$ cat config.mk
export PLATFORM = sky130hd
export DESIGN_NAME = tcw_addr
export DESIGN_NICKNAME = d
export VERILOG_FILES = /design/src/rtl/tcw_pkg.sv /design/src/rtl/tcw_addr.sv
export SDC_FILE = /design/constraint.sdc
export NUM_CORES = 1
export LEC_CHECK = 0
export ABC_AREA = 1
export BUFFER_PORTS_ARGS = -buffer_cell sky130_fd_sc_hd__buf_2
export CORE_AREA = 2 2 39 41
export DETAILED_ROUTE_END_ITERATION = 16
export DIE_AREA = 0 0 41 43
export MAX_ROUTING_LAYER = met4
export SLEW_MARGIN = 20
export SYNTH_ARGS = -nofsm -noshare
export SYNTH_HDL_FRONTEND = slang
export SYNTH_SLANG_ARGS = --single-unit
$ cat constraint.sdc
create_clock -name vclk -period 2.7
set_input_delay 0.54 -clock vclk [all_inputs]
set_output_delay 0.54 -clock vclk [all_outputs]
set_load 0.05 [all_outputs]
$ cat src/rtl/tcw_pkg.sv
// tcw_pkg: shared types and constants of the text console writer
// depends on nothing; used by tcw_addr, tcw_ctrl and text_console_writer
package tcw_pkg;

  localparam int COLUMNS_DEF = 80;
  localparam int ROWS_DEF    = 25;

  localparam int CMD_W     = 2;
  localparam int CHAR_W    = 8;
  localparam int ATTR_W    = 8;
  localparam int COL_W     = 7;
  localparam int ROW_W     = 5;
  localparam int CELL_W    = CHAR_W + ATTR_W;
  localparam int CFG_IDX_W = 1;
  localparam int CFG_W     = 8;

  localparam logic [CHAR_W-1:0] CH_NEWLINE = 8'd10;
  localparam logic [CHAR_W-1:0] CH_SPACE   = 8'd32;
  localparam logic [CHAR_W-1:0] CH_ERROR   = 8'd69;

  localparam logic [ATTR_W-1:0] DEFAULT_ATTR_RST = 8'd15;
  localparam logic [ATTR_W-1:0] ERROR_ATTR_RST   = 8'd244;

  typedef enum logic [CMD_W-1:0] {
    CMD_PUT   = 2'd0,
    CMD_CLEAR = 2'd1,
    CMD_READ  = 2'd2
  } cmd_t;

  typedef enum logic [CFG_IDX_W-1:0] {
    REG_DEFAULT_ATTR = 1'b0,
    REG_ERROR_ATTR   = 1'b1
  } cfg_reg_t;

  typedef enum logic [2:0] {
    ST_IDLE,
    ST_EXEC,
    ST_READ_DATA,
    ST_SCROLL_RD,
    ST_SCROLL_WR,
    ST_ZERO,
    ST_CLEAR,
    ST_FINISH
  } st_t;

  typedef struct packed {
    logic              we;
    logic              re;
    logic [CELL_W-1:0] wdata;
  } mem_req_t;

endpackage

$ cat src/rtl/tcw_addr.sv
// tcw_addr: shared cell address unit, row * COLUMNS + col
// depends on tcw_pkg
module tcw_addr #(
  parameter int COLUMNS = tcw_pkg::COLUMNS_DEF,
  parameter int AW      = 11
) (
  input  logic [tcw_pkg::ROW_W-1:0] row,
  input  logic [tcw_pkg::COL_W-1:0] col,
  output logic [AW-1:0]             addr
);

  localparam int PW = tcw_pkg::ROW_W + tcw_pkg::COL_W;

  logic [PW-1:0] lin;

  always_comb begin
    lin  = PW'(row) * PW'(COLUMNS) + PW'(col);
    addr = lin[AW-1:0];
  end

endmodule

==> results of run 1 <==
## power groups by stage
stage | registers (mW) | clock network (mW) | logic, mW
global route | 0 | 0 | 0.258
finish | 0 | 0 | 0.237
detailed placement | 0 | 0 | 0.214
global placement | 0 | 0 | 0.211
floorplan | 0 | 0 | 0.173
CTS | 0 | 0 | 0.235
## per-layer routing
metal  GRT usage  wire [um]  part of all wire
met1      0.1502        358              0.43
met2      0.1750        442              0.53
met3           0         35             0.042
met4    0.006667          0                 0
met5           -          0                 0
## what timing repair did
action / 4_1_cts / 5_1_grt
buffers inserted: 0 / 0
resized for setup: 14 / 2
pin swaps: 8 / 7
cloned: 0 / 0
endpoints found under the setup margin: 3 / 3
## Yosys cell counts
cell type	instances	share of area
a21oi_1	1	0.014
buf_4	4	0.081
fa_1	2	0.11
ha_1	9	0.31
inv_1	7	0.071
nand2_1	17	0.17
nand3_1	9	0.12
nand3_2	1	0.027
nand4_1	1	0.017
nor2_1	1	0.010
xnor2_1	1	0.024
xor2_1	2	0.047
## cells in the final DEF, fill, tap and decap left out, drive strengths merged
| cell | count |
|---|---|
| xor2 | 2 |
| inv | 7 |
| fa | 2 |
| clkbuf | 1 |
| nor2 | 1 |
| nand2 | 17 |
| xnor2 | 1 |
| a21oi | 1 |
| ha | 9 |
| buf | 24 |
| nand3 | 10 |
| nand4 | 1 |
## layout make-up
class	instances	area (um^2)
timing repair buffer	25	185.2
multi-input combinational	44	360.3
tap	16	20.02
fill	141	792.0
inverter	7	26.28
## per-stage QoR
stage               setup TNS (ps)    util
global route                -221.3  0.4277
floorplan                   -1.242       -
global placement            -370.2  0.3788
CTS                         -85.72  0.4231
finish                      -5.443  0.4277
detailed placement          -432.7  0.3788
## worst min path at each step
stage | from | to | slack (ps) | depth (start not counted)
floorplan | col[0] | addr[0] | 1250 | 1
global placement | col[0] | addr[0] | 1080 | 0
detailed placement | col[0] | addr[0] | 1080 | 0
CTS | col[0] | addr[0] | 1080 | 0
global route | col[0] | addr[0] | 1080 | 0
finish | col[0] | addr[0] | 1080 | 0
## cell families (layout without fill, tap and decap cells)
family / after synthesis / in the layout / share of synthesized area
XOR/XNOR: 3 / 3 / 0.07120
buffers and inverters: 11 / 32 / 0.1526
AND/OR/NAND/NOR: 29 / 29 / 0.3491
AO/OA/AOI/OAI: 1 / 1 / 0.01355
adder cells (fa/ha/maj): 11 / 11 / 0.4136
==> impl_metrics.csv, run 1 <==
group,metric,value,unit
status,outcome,"finished, violations left",
status,violations,"negative setup slack",
final_layout,n_clock_buffer,0,
job,maxCapViolCount,0,
worst_setup_path,path_depth,11,
pwr,swShare,0.6213,
sta,fin_ws,-5.443,ps
final_layout,areaGrowthSynthToFinish,60.34,%
sta,finalHoldViolCount,0,
routing,postRouteAntennaNets,0,
routing,dr_total_vias,408,
worst_setup_path,cp_slowest_stage_delay,530,ps
worst_setup_path,endpoint_kind,"primary output",
worst_setup_path,cp-startpoint,"row[1]",
pwr,power.leakage,0.3253,nW
routing,wl_per_cell,9.087,um
sta,maxSlewViolCount,0,
pwr,p_per_area,400.8,mW/mm^2
final_layout,nets,101,
sta,period_share,1.002,
synthesis,avgSynthCellArea,6.711,um^2
global_routing,grt_pass1_vias,381,
synthesis,synthDistinctLibCells,12,
pwr,p_comb_frac,1.000,
final_layout,fin_area,591.8,um^2
sta,worstMarginPinSlew,254.6,ps
sta,slew_headroom,0.8315,
final_layout,seq_area,0,um^2
hold_path,hold_class,"in2out",
die,core-area,0.001384,mm^2
worst_setup_path,path_class,"in2out",
synthesis,ys_seq_area_frac,0,
sta,whs,1080,ps
final_layout,drive_above_1_share,0.4342,
placement,hpwl,726,um
pwr,vdd_drop_max,177.6,uV
synthesis,synth_area,369.1,um^2
worst_setup_path,crit_path_end,"addr[10]",
worst_setup_path,crit_required,2160,ps
placement,gp_congestion,0.7801,
final_layout,stdcell_count,92,
synthesis,synthesis.nets,78,
pwr,p_total,0.2372,mW
global_routing,grt_max_degree,7,
routing,drt-total-wl,836,um
worst_setup_path,crit_fanout,3,
synthesis,syn_inst,55,
global_routing,grt_use_total,0.1068,
worst_setup_path,path_buf_inv,3,
die,die_y,43,um
routing,drt_iter0_drc,3,
placement,dpl_worst_slack,-245.4,ps
worst_setup_path,critPathTopFamily,"adder cells",
routing,dr.pass1.iters,3,
sta,fmax,369.6,MHz
die,rows,14,
routing,drc,0,
pwr,power.switching,0.1474,mW
synthesis,yosysWarnings,0,
placement,place_inst,92,
worst_setup_path,crit_chain,"buf_8 > ha_4 > ha_4 > fa_1 > nand2_1 > inv_2 > nand3_2 > nor2_1 > nand3_1 > nand2_4 > buf_8",
global_routing,grt_pass1_wl,1.386,mm
worst_setup_path,cp_slowest_cell,"fa_1",
die,dieArea,0.001763,mm^2
pwr,clkPwrFrac,0,
final_layout,diodes,0,
placement,placed_area,524.3,um^2
global_routing,grt_antenna_before_repair,0,
sta,setup_viol,1,
die,fp.dieW,41,um
worst_setup_path,cp.arrival,2170,ps
routing,via_per_inst,4.435,
pwr,p_seq_frac,0,
die,ioPinCount,23,
global_routing,grt.overflow.total,0,
sta,min_period,2705,ps
sta,rsz0062_at_grt,"yes",
placement,io_buffers,15,
pwr,p_int,0.08981,mW
clocking,hold_buffers,0,
final_layout,seq_cells,0,
die,initial_core_util,0.2667,
worst_setup_path,cp-start-kind,"input pin",
Note: power is estimated with default switching activity, not from simulation.
==> run 2, diff against run 1 <==
--- a/config.mk
+++ b/config.mk
@@ -6,7 +6,7 @@
 export NUM_CORES = 1
 export LEC_CHECK = 0
 export ABC_AREA = 1
-export BUFFER_PORTS_ARGS = -buffer_cell sky130_fd_sc_hd__buf_2
+export BUFFER_PORTS_ARGS = -buffer_cell sky130_fd_sc_hd__clkbuf_2
 export CORE_AREA = 2 2 39 41
 export DETAILED_ROUTE_END_ITERATION = 16
 export DIE_AREA = 0 0 41 43
==> run 2 against run 1 <==
  * The run now ends clean
  * Maximum frequency is 0.69% higher
  * Sequential share of layout area did not move
  * Cell count stayed put
  * Power up 1.5%
  * Critical path depth unchanged
  * Setup slack better by 18 ps
  * Non-clock buffer count unchanged
  * Sequential cell count stayed put
  * Count of clock-buffer cells in the layout unchanged
  * Routed wire length down 7.5%
  * Critical path type unchanged
  * Largest cell class unchanged
==> impl_metrics.csv, run 2 (synthesized netlist as in run 1, its figures left out) <==
group,metric,value,unit
die,rows,14,
placement,placed_area,516.7,um^2
sta,min_period,2687,ps
die,initial_core_util,0.2667,
die,die_y,43,um
routing,drc,0,
hold_path,hp-start,"col[0]",
clocking,hold_buffers,0,
pwr,vdd_drop_max,177.5,uV
final_layout,nets,101,
final_layout,n_clock_buffer,0,
job,maxCapViolCount,0,
status,outcome,"complete, no violations",
worst_setup_path,crit_required,2160,ps
routing,wl_per_cell,8.402,um
routing,dr_total_vias,405,
sta,maxSlewViolCount,0,
sta,slew_headroom,0.8147,
sta,finalHoldViolCount,0,
die,fp.dieW,41,um
placement,gp_congestion,0.8392,
final_layout,drive_above_1_share,0.4605,
sta,fmax,372.2,MHz
placement,dpl_worst_slack,-161.3,ps
final_layout,seq_cells,0,
global_routing,grt_antenna_before_repair,0,
sta,worstMarginPinSlew,279.1,ps
final_layout,mostFrequentLayoutCells,"nand2_1 (15), clkbuf_2 (10), buf_4 (10)",
sta,period_share,0.9952,
final_layout,seq_area,0,um^2
global_routing,grt_pass1_wl,1.242,mm
routing,dr.pass1.iters,2,
sta,setup_viol,0,
routing,drt-total-wl,773,um
worst_setup_path,cp.arrival,2150,ps
final_layout,stdcell_count,92,
sta,fin_ws,13.05,ps
placement,hpwl,647.5,um
global_routing,grt_max_degree,7,
worst_setup_path,endpoint_kind,"primary output",
global_routing,grt_pass1_vias,344,
sta,rsz0062_at_grt,"yes",
hold_path,hold_class,"in2out",
pwr,p_total,0.2407,mW
final_layout,layout_commonest_cell,"nand2_1",
global_routing,grt_use_total,0.09436,
routing,postRouteAntennaNets,0,
sta,setup-tns-final,0,ps
routing,drt_iter0_drc,4,
final_layout,diodes,0,
worst_setup_path,path_class,"in2out",
die,ioPinCount,23,
global_routing,grt.overflow.total,0,
worst_setup_path,cp-startpoint,"row[1]",
placement,io_buffers,15,
die,dieArea,0.001763,mm^2
final_layout,postLayoutCoreUtil,0.4394,
worst_setup_path,crit_fanout,4,
final_layout,fin_area,608.1,um^2
die,core-area,0.001384,mm^2
routing,via_per_inst,4.402,
final_layout,areaGrowthSynthToFinish,64.75,%
sta,whs,1080,ps
pwr,power.leakage,0.3348,nW
worst_setup_path,cp-start-kind,"input pin",
placement,place_inst,89,
pwr,p_per_area,395.8,mW/mm^2
[run 2: critical path, cell delays in order]
cell	delay [ps]
buf_8	100
ha_4	230
ha_4	160
fa_1	530
nand2_1	70
inv_2	80
nand3_2	60
nor2_2	90
nand3_2	80
nand2_4	70
buf_12	130
[run 2: path summary, 6_finish.rpt]
kind / to / cells after the start
min: addr[0] / 0
max: addr[10] / 11
[run 2: area by class of cell]
class | instances | area (um^2)
Multi-Input combinational cell | 44 | 367.9
Fill cell | 141 | 775.7
Tap cell | 16 | 20.02
Inverter | 7 | 26.28
Timing Repair Buffer | 25 | 193.9
[run 2: what timing repair did]
action	4_1_cts	5_1_grt
buffers inserted	2	1
hold endpoints to repair	0	0
pin swaps	9	7
endpoints found under the setup margin	3	3
resized for setup	9	6
[run 2: report_power, final]
group | internal [mW] | switching, mW | leakage (nW)
clock network | 0 | 0 | 0
logic | 0.0911 | 0.150 | 0.335
registers | 0 | 0 | 0
[run 2: routing by layer]
layer	vias up	GRT usage	share of wire
met1	181	0.1338	0.43
met5	-	-	0
met4	0	0.006667	0
li1	219	-	-
met2	5	0.1531	0.54
met3	0	0	0.031
