File: config.mk
export PLATFORM = sky130hd
export DESIGN_NAME = tcw_ctrl
export DESIGN_NICKNAME = d
export VERILOG_FILES = /design/src/rtl/tcw_pkg.sv /design/src/rtl/tcw_ctrl.sv
export SDC_FILE = /design/constraint.sdc
export NUM_CORES = 1
export LEC_CHECK = 0
export CAP_MARGIN = 20
export CORE_MARGIN = 2
export CORE_UTILIZATION = 50
export CTS_BUF_LIST = sky130_fd_sc_hd__clkbuf_16
export CTS_CLUSTER_SIZE = 40
export DETAILED_ROUTE_END_ITERATION = 10
export DONT_BUFFER_PORTS = 1
export GPL_ROUTABILITY_DRIVEN = 0
export GPL_TIMING_DRIVEN = 0
export PLACE_DENSITY = 0.64
export SKIP_LAST_GASP = 1
export SYNTH_ARGS = -nofsm -noshare
export SYNTH_HDL_FRONTEND = slang
export SYNTH_SLANG_ARGS = --single-unit
export TNS_END_PERCENT = 10
File: constraint.sdc
create_clock -name clk -period 9.6 [get_ports clk]
set_clock_uncertainty 0.15 [all_clocks]
set_input_delay 0.96 -clock clk [delete_from_list [all_inputs] [get_ports clk]]
set_output_delay 0.96 -clock clk [all_outputs]
set_load 0.05 [all_outputs]
File: src/rtl/tcw_pkg.sv
// tcw_pkg: shared types and constants of the text console writer
// depends on nothing; used by tcw_addr, tcw_ctrl and text_console_writer
package tcw_pkg;

  localparam int COLUMNS_DEF = 80;
  localparam int ROWS_DEF    = 25;

  localparam int CMD_W     = 2;
  localparam int CHAR_W    = 8;
  localparam int ATTR_W    = 8;
  localparam int COL_W     = 7;
  localparam int ROW_W     = 5;
  localparam int CELL_W    = CHAR_W + ATTR_W;
  localparam int CFG_IDX_W = 1;
  localparam int CFG_W     = 8;

  localparam logic [CHAR_W-1:0] CH_NEWLINE = 8'd10;
  localparam logic [CHAR_W-1:0] CH_SPACE   = 8'd32;
  localparam logic [CHAR_W-1:0] CH_ERROR   = 8'd69;

  localparam logic [ATTR_W-1:0] DEFAULT_ATTR_RST = 8'd15;
  localparam logic [ATTR_W-1:0] ERROR_ATTR_RST   = 8'd244;

  typedef enum logic [CMD_W-1:0] {
    CMD_PUT   = 2'd0,
    CMD_CLEAR = 2'd1,
    CMD_READ  = 2'd2
  } cmd_t;

  typedef enum logic [CFG_IDX_W-1:0] {
    REG_DEFAULT_ATTR = 1'b0,
    REG_ERROR_ATTR   = 1'b1
  } cfg_reg_t;

  typedef enum logic [2:0] {
    ST_IDLE,
    ST_EXEC,
    ST_READ_DATA,
    ST_SCROLL_RD,
    ST_SCROLL_WR,
    ST_ZERO,
    ST_CLEAR,
    ST_FINISH
  } st_t;

  typedef struct packed {
    logic              we;
    logic              re;
    logic [CELL_W-1:0] wdata;
  } mem_req_t;

endpackage

File: src/rtl/tcw_ctrl.sv
// tcw_ctrl: command sequencer, cursor, sweep counters and result register
// depends on tcw_pkg; drives the address unit and the cell RAM
module tcw_ctrl #(
  parameter int COLUMNS = tcw_pkg::COLUMNS_DEF,
  parameter int ROWS    = tcw_pkg::ROWS_DEF
) (
  input  logic                         clk,
  input  logic                         rst_n,
  input  logic                         in_valid,
  output logic                         in_ready,
  input  logic [tcw_pkg::CMD_W-1:0]    in_command,
  input  logic [tcw_pkg::CHAR_W-1:0]   in_char_code,
  input  logic [tcw_pkg::ATTR_W-1:0]   in_attribute,
  input  logic [tcw_pkg::COL_W-1:0]    in_col,
  input  logic [tcw_pkg::ROW_W-1:0]    in_row,
  input  logic                         in_use_cursor,
  output logic                         out_valid,
  input  logic                         out_ready,
  output logic [tcw_pkg::COL_W-1:0]    out_cursor_col,
  output logic [tcw_pkg::ROW_W-1:0]    out_cursor_row,
  output logic [tcw_pkg::CHAR_W-1:0]   out_cell_char,
  output logic [tcw_pkg::ATTR_W-1:0]   out_cell_attr,
  output logic                         out_range_error,
  input  logic [tcw_pkg::ATTR_W-1:0]   default_attr,
  input  logic [tcw_pkg::ATTR_W-1:0]   error_attr,
  output logic [tcw_pkg::ROW_W-1:0]    addr_row,
  output logic [tcw_pkg::COL_W-1:0]    addr_col,
  output tcw_pkg::mem_req_t            mem_req,
  input  logic [tcw_pkg::CELL_W-1:0]   rd_data
);

  localparam logic [tcw_pkg::COL_W-1:0] LAST_COL = tcw_pkg::COL_W'(COLUMNS - 1);
  localparam logic [tcw_pkg::ROW_W-1:0] LAST_ROW = tcw_pkg::ROW_W'(ROWS - 1);

  tcw_pkg::st_t                 state_r, state_nxt;
  tcw_pkg::cmd_t                cmd_r, cmd_nxt;
  logic [tcw_pkg::CHAR_W-1:0]   char_r, char_nxt;
  logic [tcw_pkg::ATTR_W-1:0]   attr_r, attr_nxt;
  logic [tcw_pkg::COL_W-1:0]    tgt_col_r, tgt_col_nxt;
  logic [tcw_pkg::ROW_W-1:0]    tgt_row_r, tgt_row_nxt;
  logic                         err_r, err_nxt;
  logic [tcw_pkg::COL_W-1:0]    cur_col_r, cur_col_nxt;
  logic [tcw_pkg::ROW_W-1:0]    cur_row_r, cur_row_nxt;
  logic [tcw_pkg::COL_W-1:0]    sw_col_r, sw_col_nxt;
  logic [tcw_pkg::ROW_W-1:0]    sw_row_r, sw_row_nxt;
  logic [tcw_pkg::CELL_W-1:0]   res_cell_r, res_cell_nxt;
  logic                         out_valid_r, out_valid_nxt;
  logic [tcw_pkg::COL_W-1:0]    out_col_r, out_col_nxt;
  logic [tcw_pkg::ROW_W-1:0]    out_row_r, out_row_nxt;
  logic [tcw_pkg::CELL_W-1:0]   out_cell_r, out_cell_nxt;
  logic                         out_err_r, out_err_nxt;

  logic                         done;
  logic                         out_free;
  logic                         outside;
  logic                         wrap;
  logic [tcw_pkg::CELL_W-1:0]   fin_cell;

  assign in_ready        = (state_r == tcw_pkg::ST_IDLE);
  assign out_free        = !out_valid_r || out_ready;
  assign out_valid       = out_valid_r;
  assign out_cursor_col  = out_col_r;
  assign out_cursor_row  = out_row_r;
  assign out_cell_char   = out_cell_r[tcw_pkg::CHAR_W-1:0];
  assign out_cell_attr   = out_cell_r[tcw_pkg::CELL_W-1:tcw_pkg::CHAR_W];
  assign out_range_error = out_err_r;

  always_ff @(posedge clk) begin
    if (!rst_n) begin
      state_r     <= tcw_pkg::ST_IDLE;
      cur_col_r   <= '0;
      cur_row_r   <= '0;
      sw_col_r    <= '0;
      sw_row_r    <= '0;
      out_valid_r <= 1'b0;
    end else begin
      state_r     <= state_nxt;
      cur_col_r   <= cur_col_nxt;
      cur_row_r   <= cur_row_nxt;
      sw_col_r    <= sw_col_nxt;
      sw_row_r    <= sw_row_nxt;
      out_valid_r <= out_valid_nxt;
    end
  end

  always_ff @(posedge clk) begin
    cmd_r      <= cmd_nxt;
    char_r     <= char_nxt;
    attr_r     <= attr_nxt;
    tgt_col_r  <= tgt_col_nxt;
    tgt_row_r  <= tgt_row_nxt;
    err_r      <= err_nxt;
    res_cell_r <= res_cell_nxt;
    out_col_r  <= out_col_nxt;
    out_row_r  <= out_row_nxt;
    out_cell_r <= out_cell_nxt;
    out_err_r  <= out_err_nxt;
  end

  always_comb begin
    state_nxt     = state_r;
    cmd_nxt       = cmd_r;
    char_nxt      = char_r;
    attr_nxt      = attr_r;
    tgt_col_nxt   = tgt_col_r;
    tgt_row_nxt   = tgt_row_r;
    err_nxt       = err_r;
    cur_col_nxt   = cur_col_r;
    cur_row_nxt   = cur_row_r;
    sw_col_nxt    = sw_col_r;
    sw_row_nxt    = sw_row_r;
    res_cell_nxt  = res_cell_r;
    out_valid_nxt = out_valid_r && !out_ready;
    out_col_nxt   = out_col_r;
    out_row_nxt   = out_row_r;
    out_cell_nxt  = out_cell_r;
    out_err_nxt   = out_err_r;
    mem_req       = '0;
    addr_row      = sw_row_r;
    addr_col      = sw_col_r;
    done          = 1'b0;
    fin_cell      = '0;
    outside       = !in_use_cursor && ((in_col > LAST_COL) || (in_row > LAST_ROW));
    wrap          = (char_r == tcw_pkg::CH_NEWLINE) || (tgt_col_r == LAST_COL);

    case (state_r)
      tcw_pkg::ST_IDLE: begin
        if (in_valid) begin
          cmd_nxt     = tcw_pkg::cmd_t'(in_command);
          char_nxt    = in_char_code;
          attr_nxt    = (in_attribute == '0) ? default_attr : in_attribute;
          tgt_col_nxt = in_use_cursor ? cur_col_r : in_col;
          tgt_row_nxt = in_use_cursor ? cur_row_r : in_row;
          err_nxt     = outside && ((in_command == tcw_pkg::CMD_PUT) ||
                                    (in_command == tcw_pkg::CMD_READ));
          state_nxt   = tcw_pkg::ST_EXEC;
        end
      end
      tcw_pkg::ST_EXEC: begin
        addr_row = tgt_row_r;
        addr_col = tgt_col_r;
        case (cmd_r)
          tcw_pkg::CMD_PUT: begin
            if (err_r) begin
              // error marker goes to the last cell, cursor untouched
              addr_row      = LAST_ROW;
              addr_col      = LAST_COL;
              mem_req.we    = 1'b1;
              mem_req.wdata = {error_attr, tcw_pkg::CH_ERROR};
              done          = 1'b1;
            end else begin
              if (char_r != tcw_pkg::CH_NEWLINE) begin
                mem_req.we    = 1'b1;
                mem_req.wdata = {attr_r, char_r};
              end
              if (!wrap) begin
                cur_col_nxt = tgt_col_r + tcw_pkg::COL_W'(1);
                cur_row_nxt = tgt_row_r;
                done        = 1'b1;
              end else if (tgt_row_r != LAST_ROW) begin
                cur_col_nxt = '0;
                cur_row_nxt = tgt_row_r + tcw_pkg::ROW_W'(1);
                done        = 1'b1;
              end else begin
                // past the end of the screen: scroll, cursor to start of last row
                cur_col_nxt = '0;
                cur_row_nxt = LAST_ROW;
                sw_col_nxt  = '0;
                sw_row_nxt  = tcw_pkg::ROW_W'(1);
                state_nxt   = tcw_pkg::ST_SCROLL_RD;
              end
            end
          end
          tcw_pkg::CMD_CLEAR: begin
            cur_col_nxt = '0;
            cur_row_nxt = '0;
            sw_col_nxt  = '0;
            sw_row_nxt  = '0;
            state_nxt   = tcw_pkg::ST_CLEAR;
          end
          tcw_pkg::CMD_READ: begin
            if (err_r) begin
              done = 1'b1;
            end else begin
              mem_req.re = 1'b1;
              state_nxt  = tcw_pkg::ST_READ_DATA;
            end
          end
          default: begin
            done = 1'b1;
          end
        endcase
      end
      tcw_pkg::ST_READ_DATA: begin
        fin_cell = rd_data;
        done     = 1'b1;
      end
      tcw_pkg::ST_SCROLL_RD: begin
        mem_req.re = 1'b1;
        state_nxt  = tcw_pkg::ST_SCROLL_WR;
      end
      tcw_pkg::ST_SCROLL_WR: begin
        // copy the cell just read one row up
        addr_row      = sw_row_r - tcw_pkg::ROW_W'(1);
        mem_req.we    = 1'b1;
        mem_req.wdata = rd_data;
        state_nxt     = tcw_pkg::ST_SCROLL_RD;
        if (sw_col_r == LAST_COL) begin
          sw_col_nxt = '0;
          if (sw_row_r == LAST_ROW) begin
            state_nxt = tcw_pkg::ST_ZERO;
          end else begin
            sw_row_nxt = sw_row_r + tcw_pkg::ROW_W'(1);
          end
        end else begin
          sw_col_nxt = sw_col_r + tcw_pkg::COL_W'(1);
        end
      end
      tcw_pkg::ST_ZERO: begin
        mem_req.we    = 1'b1;
        mem_req.wdata = '0;
        if (sw_col_r == LAST_COL) begin
          done = 1'b1;
        end else begin
          sw_col_nxt = sw_col_r + tcw_pkg::COL_W'(1);
        end
      end
      tcw_pkg::ST_CLEAR: begin
        mem_req.we    = 1'b1;
        mem_req.wdata = {default_attr, tcw_pkg::CH_SPACE};
        if (sw_col_r == LAST_COL) begin
          sw_col_nxt = '0;
          if (sw_row_r == LAST_ROW) begin
            done = 1'b1;
          end else begin
            sw_row_nxt = sw_row_r + tcw_pkg::ROW_W'(1);
          end
        end else begin
          sw_col_nxt = sw_col_r + tcw_pkg::COL_W'(1);
        end
      end
      tcw_pkg::ST_FINISH: begin
        fin_cell = res_cell_r;
        done     = 1'b1;
      end
      default: begin
        state_nxt = tcw_pkg::ST_IDLE;
      end
    endcase

    // result leaves through the output register, or waits in res_cell_r (ST_FINISH) while that register is busy
    if (done) begin
      if (out_free) begin
        out_valid_nxt = 1'b1;
        out_col_nxt   = cur_col_nxt;
        out_row_nxt   = cur_row_nxt;
        out_cell_nxt  = fin_cell;
        out_err_nxt   = err_r;
        state_nxt     = tcw_pkg::ST_IDLE;
      end else begin
        res_cell_nxt = fin_cell;
        state_nxt    = tcw_pkg::ST_FINISH;
      end
    end
  end

  a_cursor_on_screen: assert property (@(posedge clk) disable iff (!rst_n)
    (cur_col_r <= LAST_COL) && (cur_row_r <= LAST_ROW))
    else $error("cursor left the screen");

  a_no_write_idle: assert property (@(posedge clk) disable iff (!rst_n)
    (state_r == tcw_pkg::ST_IDLE) |-> !mem_req.we)
    else $error("cell write while idle");

  a_scroll_cursor: assert property (@(posedge clk) disable iff (!rst_n)
    (state_r == tcw_pkg::ST_SCROLL_RD) |-> (cur_row_r == LAST_ROW) && (cur_col_r == '0))
    else $error("cursor not at start of last row during scroll");

  a_sweep_range: assert property (@(posedge clk) disable iff (!rst_n)
    (sw_col_r <= LAST_COL) && (sw_row_r <= LAST_ROW))
    else $error("sweep counter out of range");

  a_out_load: assert property (@(posedge clk) disable iff (!rst_n)
    (state_r == tcw_pkg::ST_FINISH) && out_free |=> out_valid_r && (state_r == tcw_pkg::ST_IDLE))
    else $error("waiting result not delivered");

endmodule

==> results.toml <==
[die]
floorplan.die.width_um = 106
io_pins = 128
floorplan.initialDensity_pct = 51.0
fp.coreArea_sq_um = 10300
row_count = 37
die_height_um = 106
die_area_sq_um = 11300

[detailed_routing]
drt-initial-drc-count = 349
routed_vias = 3995
post_drt_via_cell_ratio = 6.23
detail_route.wirelength.met1_um = 6050
drt_pass1_iterations = 5
remaining_drc_errors = 0
antenna_left = 0
routed.top_layer = "met4"
dr_wl_met2_um = 6210
routed-wl-met3_um = 991
routed_wl_um = 13500
routedWlPerCell_um = 21.0

[cts]
cts_max_path_buffers = 2
cts.root.buffer_cell = "sky130_fd_sc_hd__clkbuf_16"
cts-buffers-inserted = 9
postCtsSetupBuffers = 0
clock-sinks = 104
cts.hold.buffers_added = 0
clk_pin_slew_worst_paths_ns = 0.07
tritoncts = "yes"
cts_resized = 0
ctsHtreeMaxLevel = 3
worstSkewPairLatency_ns = 0.35

[run]
timing.max_cap.violations = 0

[final_layout]
final_cell_mix = "sky130_fd_sc_hd__edfxtp_1 (76), sky130_fd_sc_hd__nor2_1 (40), sky130_fd_sc_hd__nand2_1 (40)"
synthToLayoutAreaGrowth_pct = 9.76
finish.cell_count_without_fillers = 641
final_layout_size_suffix_gt1_share_pct = 10.7
layout_nets = 578
layout_commonest_cell = "sky130_fd_sc_hd__edfxtp_1"
diodes = 0
post-route-util_pct = 56.0

[grt]
overflow = 0
groute.usage.overall_pct = 24.1
grt_start_max_net_pins = 30
grt_antenna_before_repair = 0
grt_pass1_vias = 3899
global_route_wire_length_before_repair_um = 20900

[synthesis]
synth-edff-count = 76
yosysWarnings = 0
syn_nets = 565
async_reset_ff_share_pct = 0
yosysUniqueCellTypes = 60
synth.largest_area_cell = "sky130_fd_sc_hd__edfxtp_1"
synthesis.area_per_instance_sq_um = 10.8
area_share_of_the_largest_cell_type_after_synthesis_pct = 43.5
gate_count_after_technology_mapping = 487
post_synth_instance_area_sq_um = 5250
sequential_area_share_after_synthesis_pct = 54.2
synth_top_cells_by_area = "sky130_fd_sc_hd__edfxtp_1 (44%), sky130_fd_sc_hd__dfxtp_1 (11%), sky130_fd_sc_hd__o21ai_0 (3.6%), sky130_fd_sc_hd__nor2_1 (3.0%), sky130_fd_sc_hd__a22oi_1 (2.9%)"
synth-main-ff-cell = "sky130_fd_sc_hd__edfxtp_1"
synth_seq_cells = 104

[setup_path]
worstPathRequired_ns = 8.49
cp_data_arrival_time_ns = 3.29
worst_setup_path_class = "reg2out"
reg2reg_depth = 5
cp-start-kind = "flop"
worst-path-max-fanout = 10
worstSetupEndpointType = "output port"

[power_and_ir_drop]
ir_worst_vdd_uv = 179
portion_of_total_power_attributed_to_sequential_cells_pct = 50.3
cellPowerDensity_nw_per_um2 = 312
combPwrFrac_pct = 30.5
netSwitchingFraction_pct = 47.3
int_power_w = 0.000948
clock_power_share_pct = 19.2
static_leak_nw = 2.05
net-switching-power_w = 0.000850

[timing]
fmax_mhz = 228
finalSetupViolCount = 0
unrepaired_setup_endpoints_after_global_routing = "no"
layout_setup_ws_ns = 5.20
finalHoldWorstSlack_ns = 0.350
final.period_utilization_pct = 45.8
tightestPinTransition_ns = 1.11
fin_tns_setup_ns = 0
max-slew-margin-rel_pct = 25.5
final-hold-violation-count = 0
final-max-slew-violation-count = 0
final_period_minus_worst_setup_slack_ns = 4.40

[placed_design]
dp_hpwl_um = 9610
dp_slack_ns = 5.61
placedCellCount = 625
port_buffers = 0

[worst_hold_path]
holdPathStages = 1
hp-class = "reg2reg"

[status]
run_status = "completed"
[through the flow]
step | instance area (sq um) | total power (W)
floorplan | 5250 | 0.00132
global placement | 5420 | 0.00144
detailed placement | 5490 | 0.00146
CTS | 5760 | 0.00181
global route | 5760 | 0.00188
finish | 5760 | 0.00180
[worst paths after layout]
| path | from | end | slack, ns |
|---|---|---|---|
| worst max-delay path | cmd_r[0] | mem_req[13] | 5.20 |
| worst min-delay path | sw_col_r[6] | sw_col_r[6] | 0.35 |
| worst min register to register | sw_col_r[6] | sw_col_r[6] | 0.35 |
| worst max register to register | state_r[1] | char_r[1] | 6.52 |
[power by group through the flow]
stage          Combinational [W]  Sequential, W  Clock [W]
3_5_place_dp            0.000547       0.000912          0
6_report                0.000548       0.000905   0.000346
3_3_place_gp            0.000522       0.000917          0
4_1_cts                 0.000550       0.000905   0.000354
2_1_floorplan           0.000426       0.000892          0
5_1_grt                 0.000594       0.000917   0.000367
[cell type report]
cell class | instances | area, sq um
fillers | 922 | 4520
flip-flops and latches | 104 | 2840
multi-input cells | 350 | 2290
clock buffers | 9 | 225
well taps | 136 | 170
plain buffers | 23 | 103
clock inverters | 7 | 46.3
repair buffers | 2 | 42.5
inverters | 10 | 37.5
[routing by layer]
metal	vias to the layer above	global-route usage, %
li1	1854	-
met1	1970	32.9
met2	158	36.2
met3	13	8.52
met4	0	7.42
met5	-	0
[registers in the layout, indices dropped and copies added (netlist names)]
name,count
res_cell_r,16
cur_row_r,5
cur_col_r,7
tgt_row_r,5
cmd_r,2
out_cursor_row,5
tgt_col_r,7
attr_r,8
err_r,1
char_r,8
out_range_error,1
state_r,3
sw_row_r,5
sw_col_r,7
out_cell_r,16
out_valid,1
out_cursor_col,7
[critical path, cell delays in order (launching register included)]
cell                       delay, ns
sky130_fd_sc_hd__edfxtp_1       0.43
sky130_fd_sc_hd__inv_1          0.11
sky130_fd_sc_hd__ha_1           0.17
sky130_fd_sc_hd__clkbuf_1       0.35
sky130_fd_sc_hd__nand2_1        0.14
sky130_fd_sc_hd__nor3_1         0.59
sky130_fd_sc_hd__clkbuf_1       0.55
sky130_fd_sc_hd__a221o_1        0.58
[cells in the mapped netlist, drive strengths merged (2+ instances only)]
cell,n
a22oi,20
mux2i,10
and3,3
o211ai,3
nand2,40
and2,16
or4,5
nand3,13
or2,2
clkinv,2
nor3,7
a31oi,7
nand4b,2
buf,8
edfxtp,76
o22ai,4
a22o,6
a31o,2
nor3b,4
xor2,4
a221o,8
dfxtp,28
xnor2,2
or3,4
a211oi,2
nor2,44
nand4,2
o21ai,38
ha,11
and4b,2
or3b,3
o311ai,3
nand2b,5
mux2,12
nor2b,22
inv,8
a21oi,23
clkbuf,15
a21o,8
[cells by family after synthesis]
logic type               after synthesis  synth area share (%)
AO/OA/AOI/OAI                        134                  17.1
XOR/XNOR                               6                  1.00
adder cells (fa/ha/maj)               11                  2.62
buffers and inverters                 33                  2.67
flip-flops                           104                  54.2
multiplexers                          22                  4.48
AND/OR/NAND/NOR                      177                  17.9
Note: power is estimated with default switching activity, not from simulation.
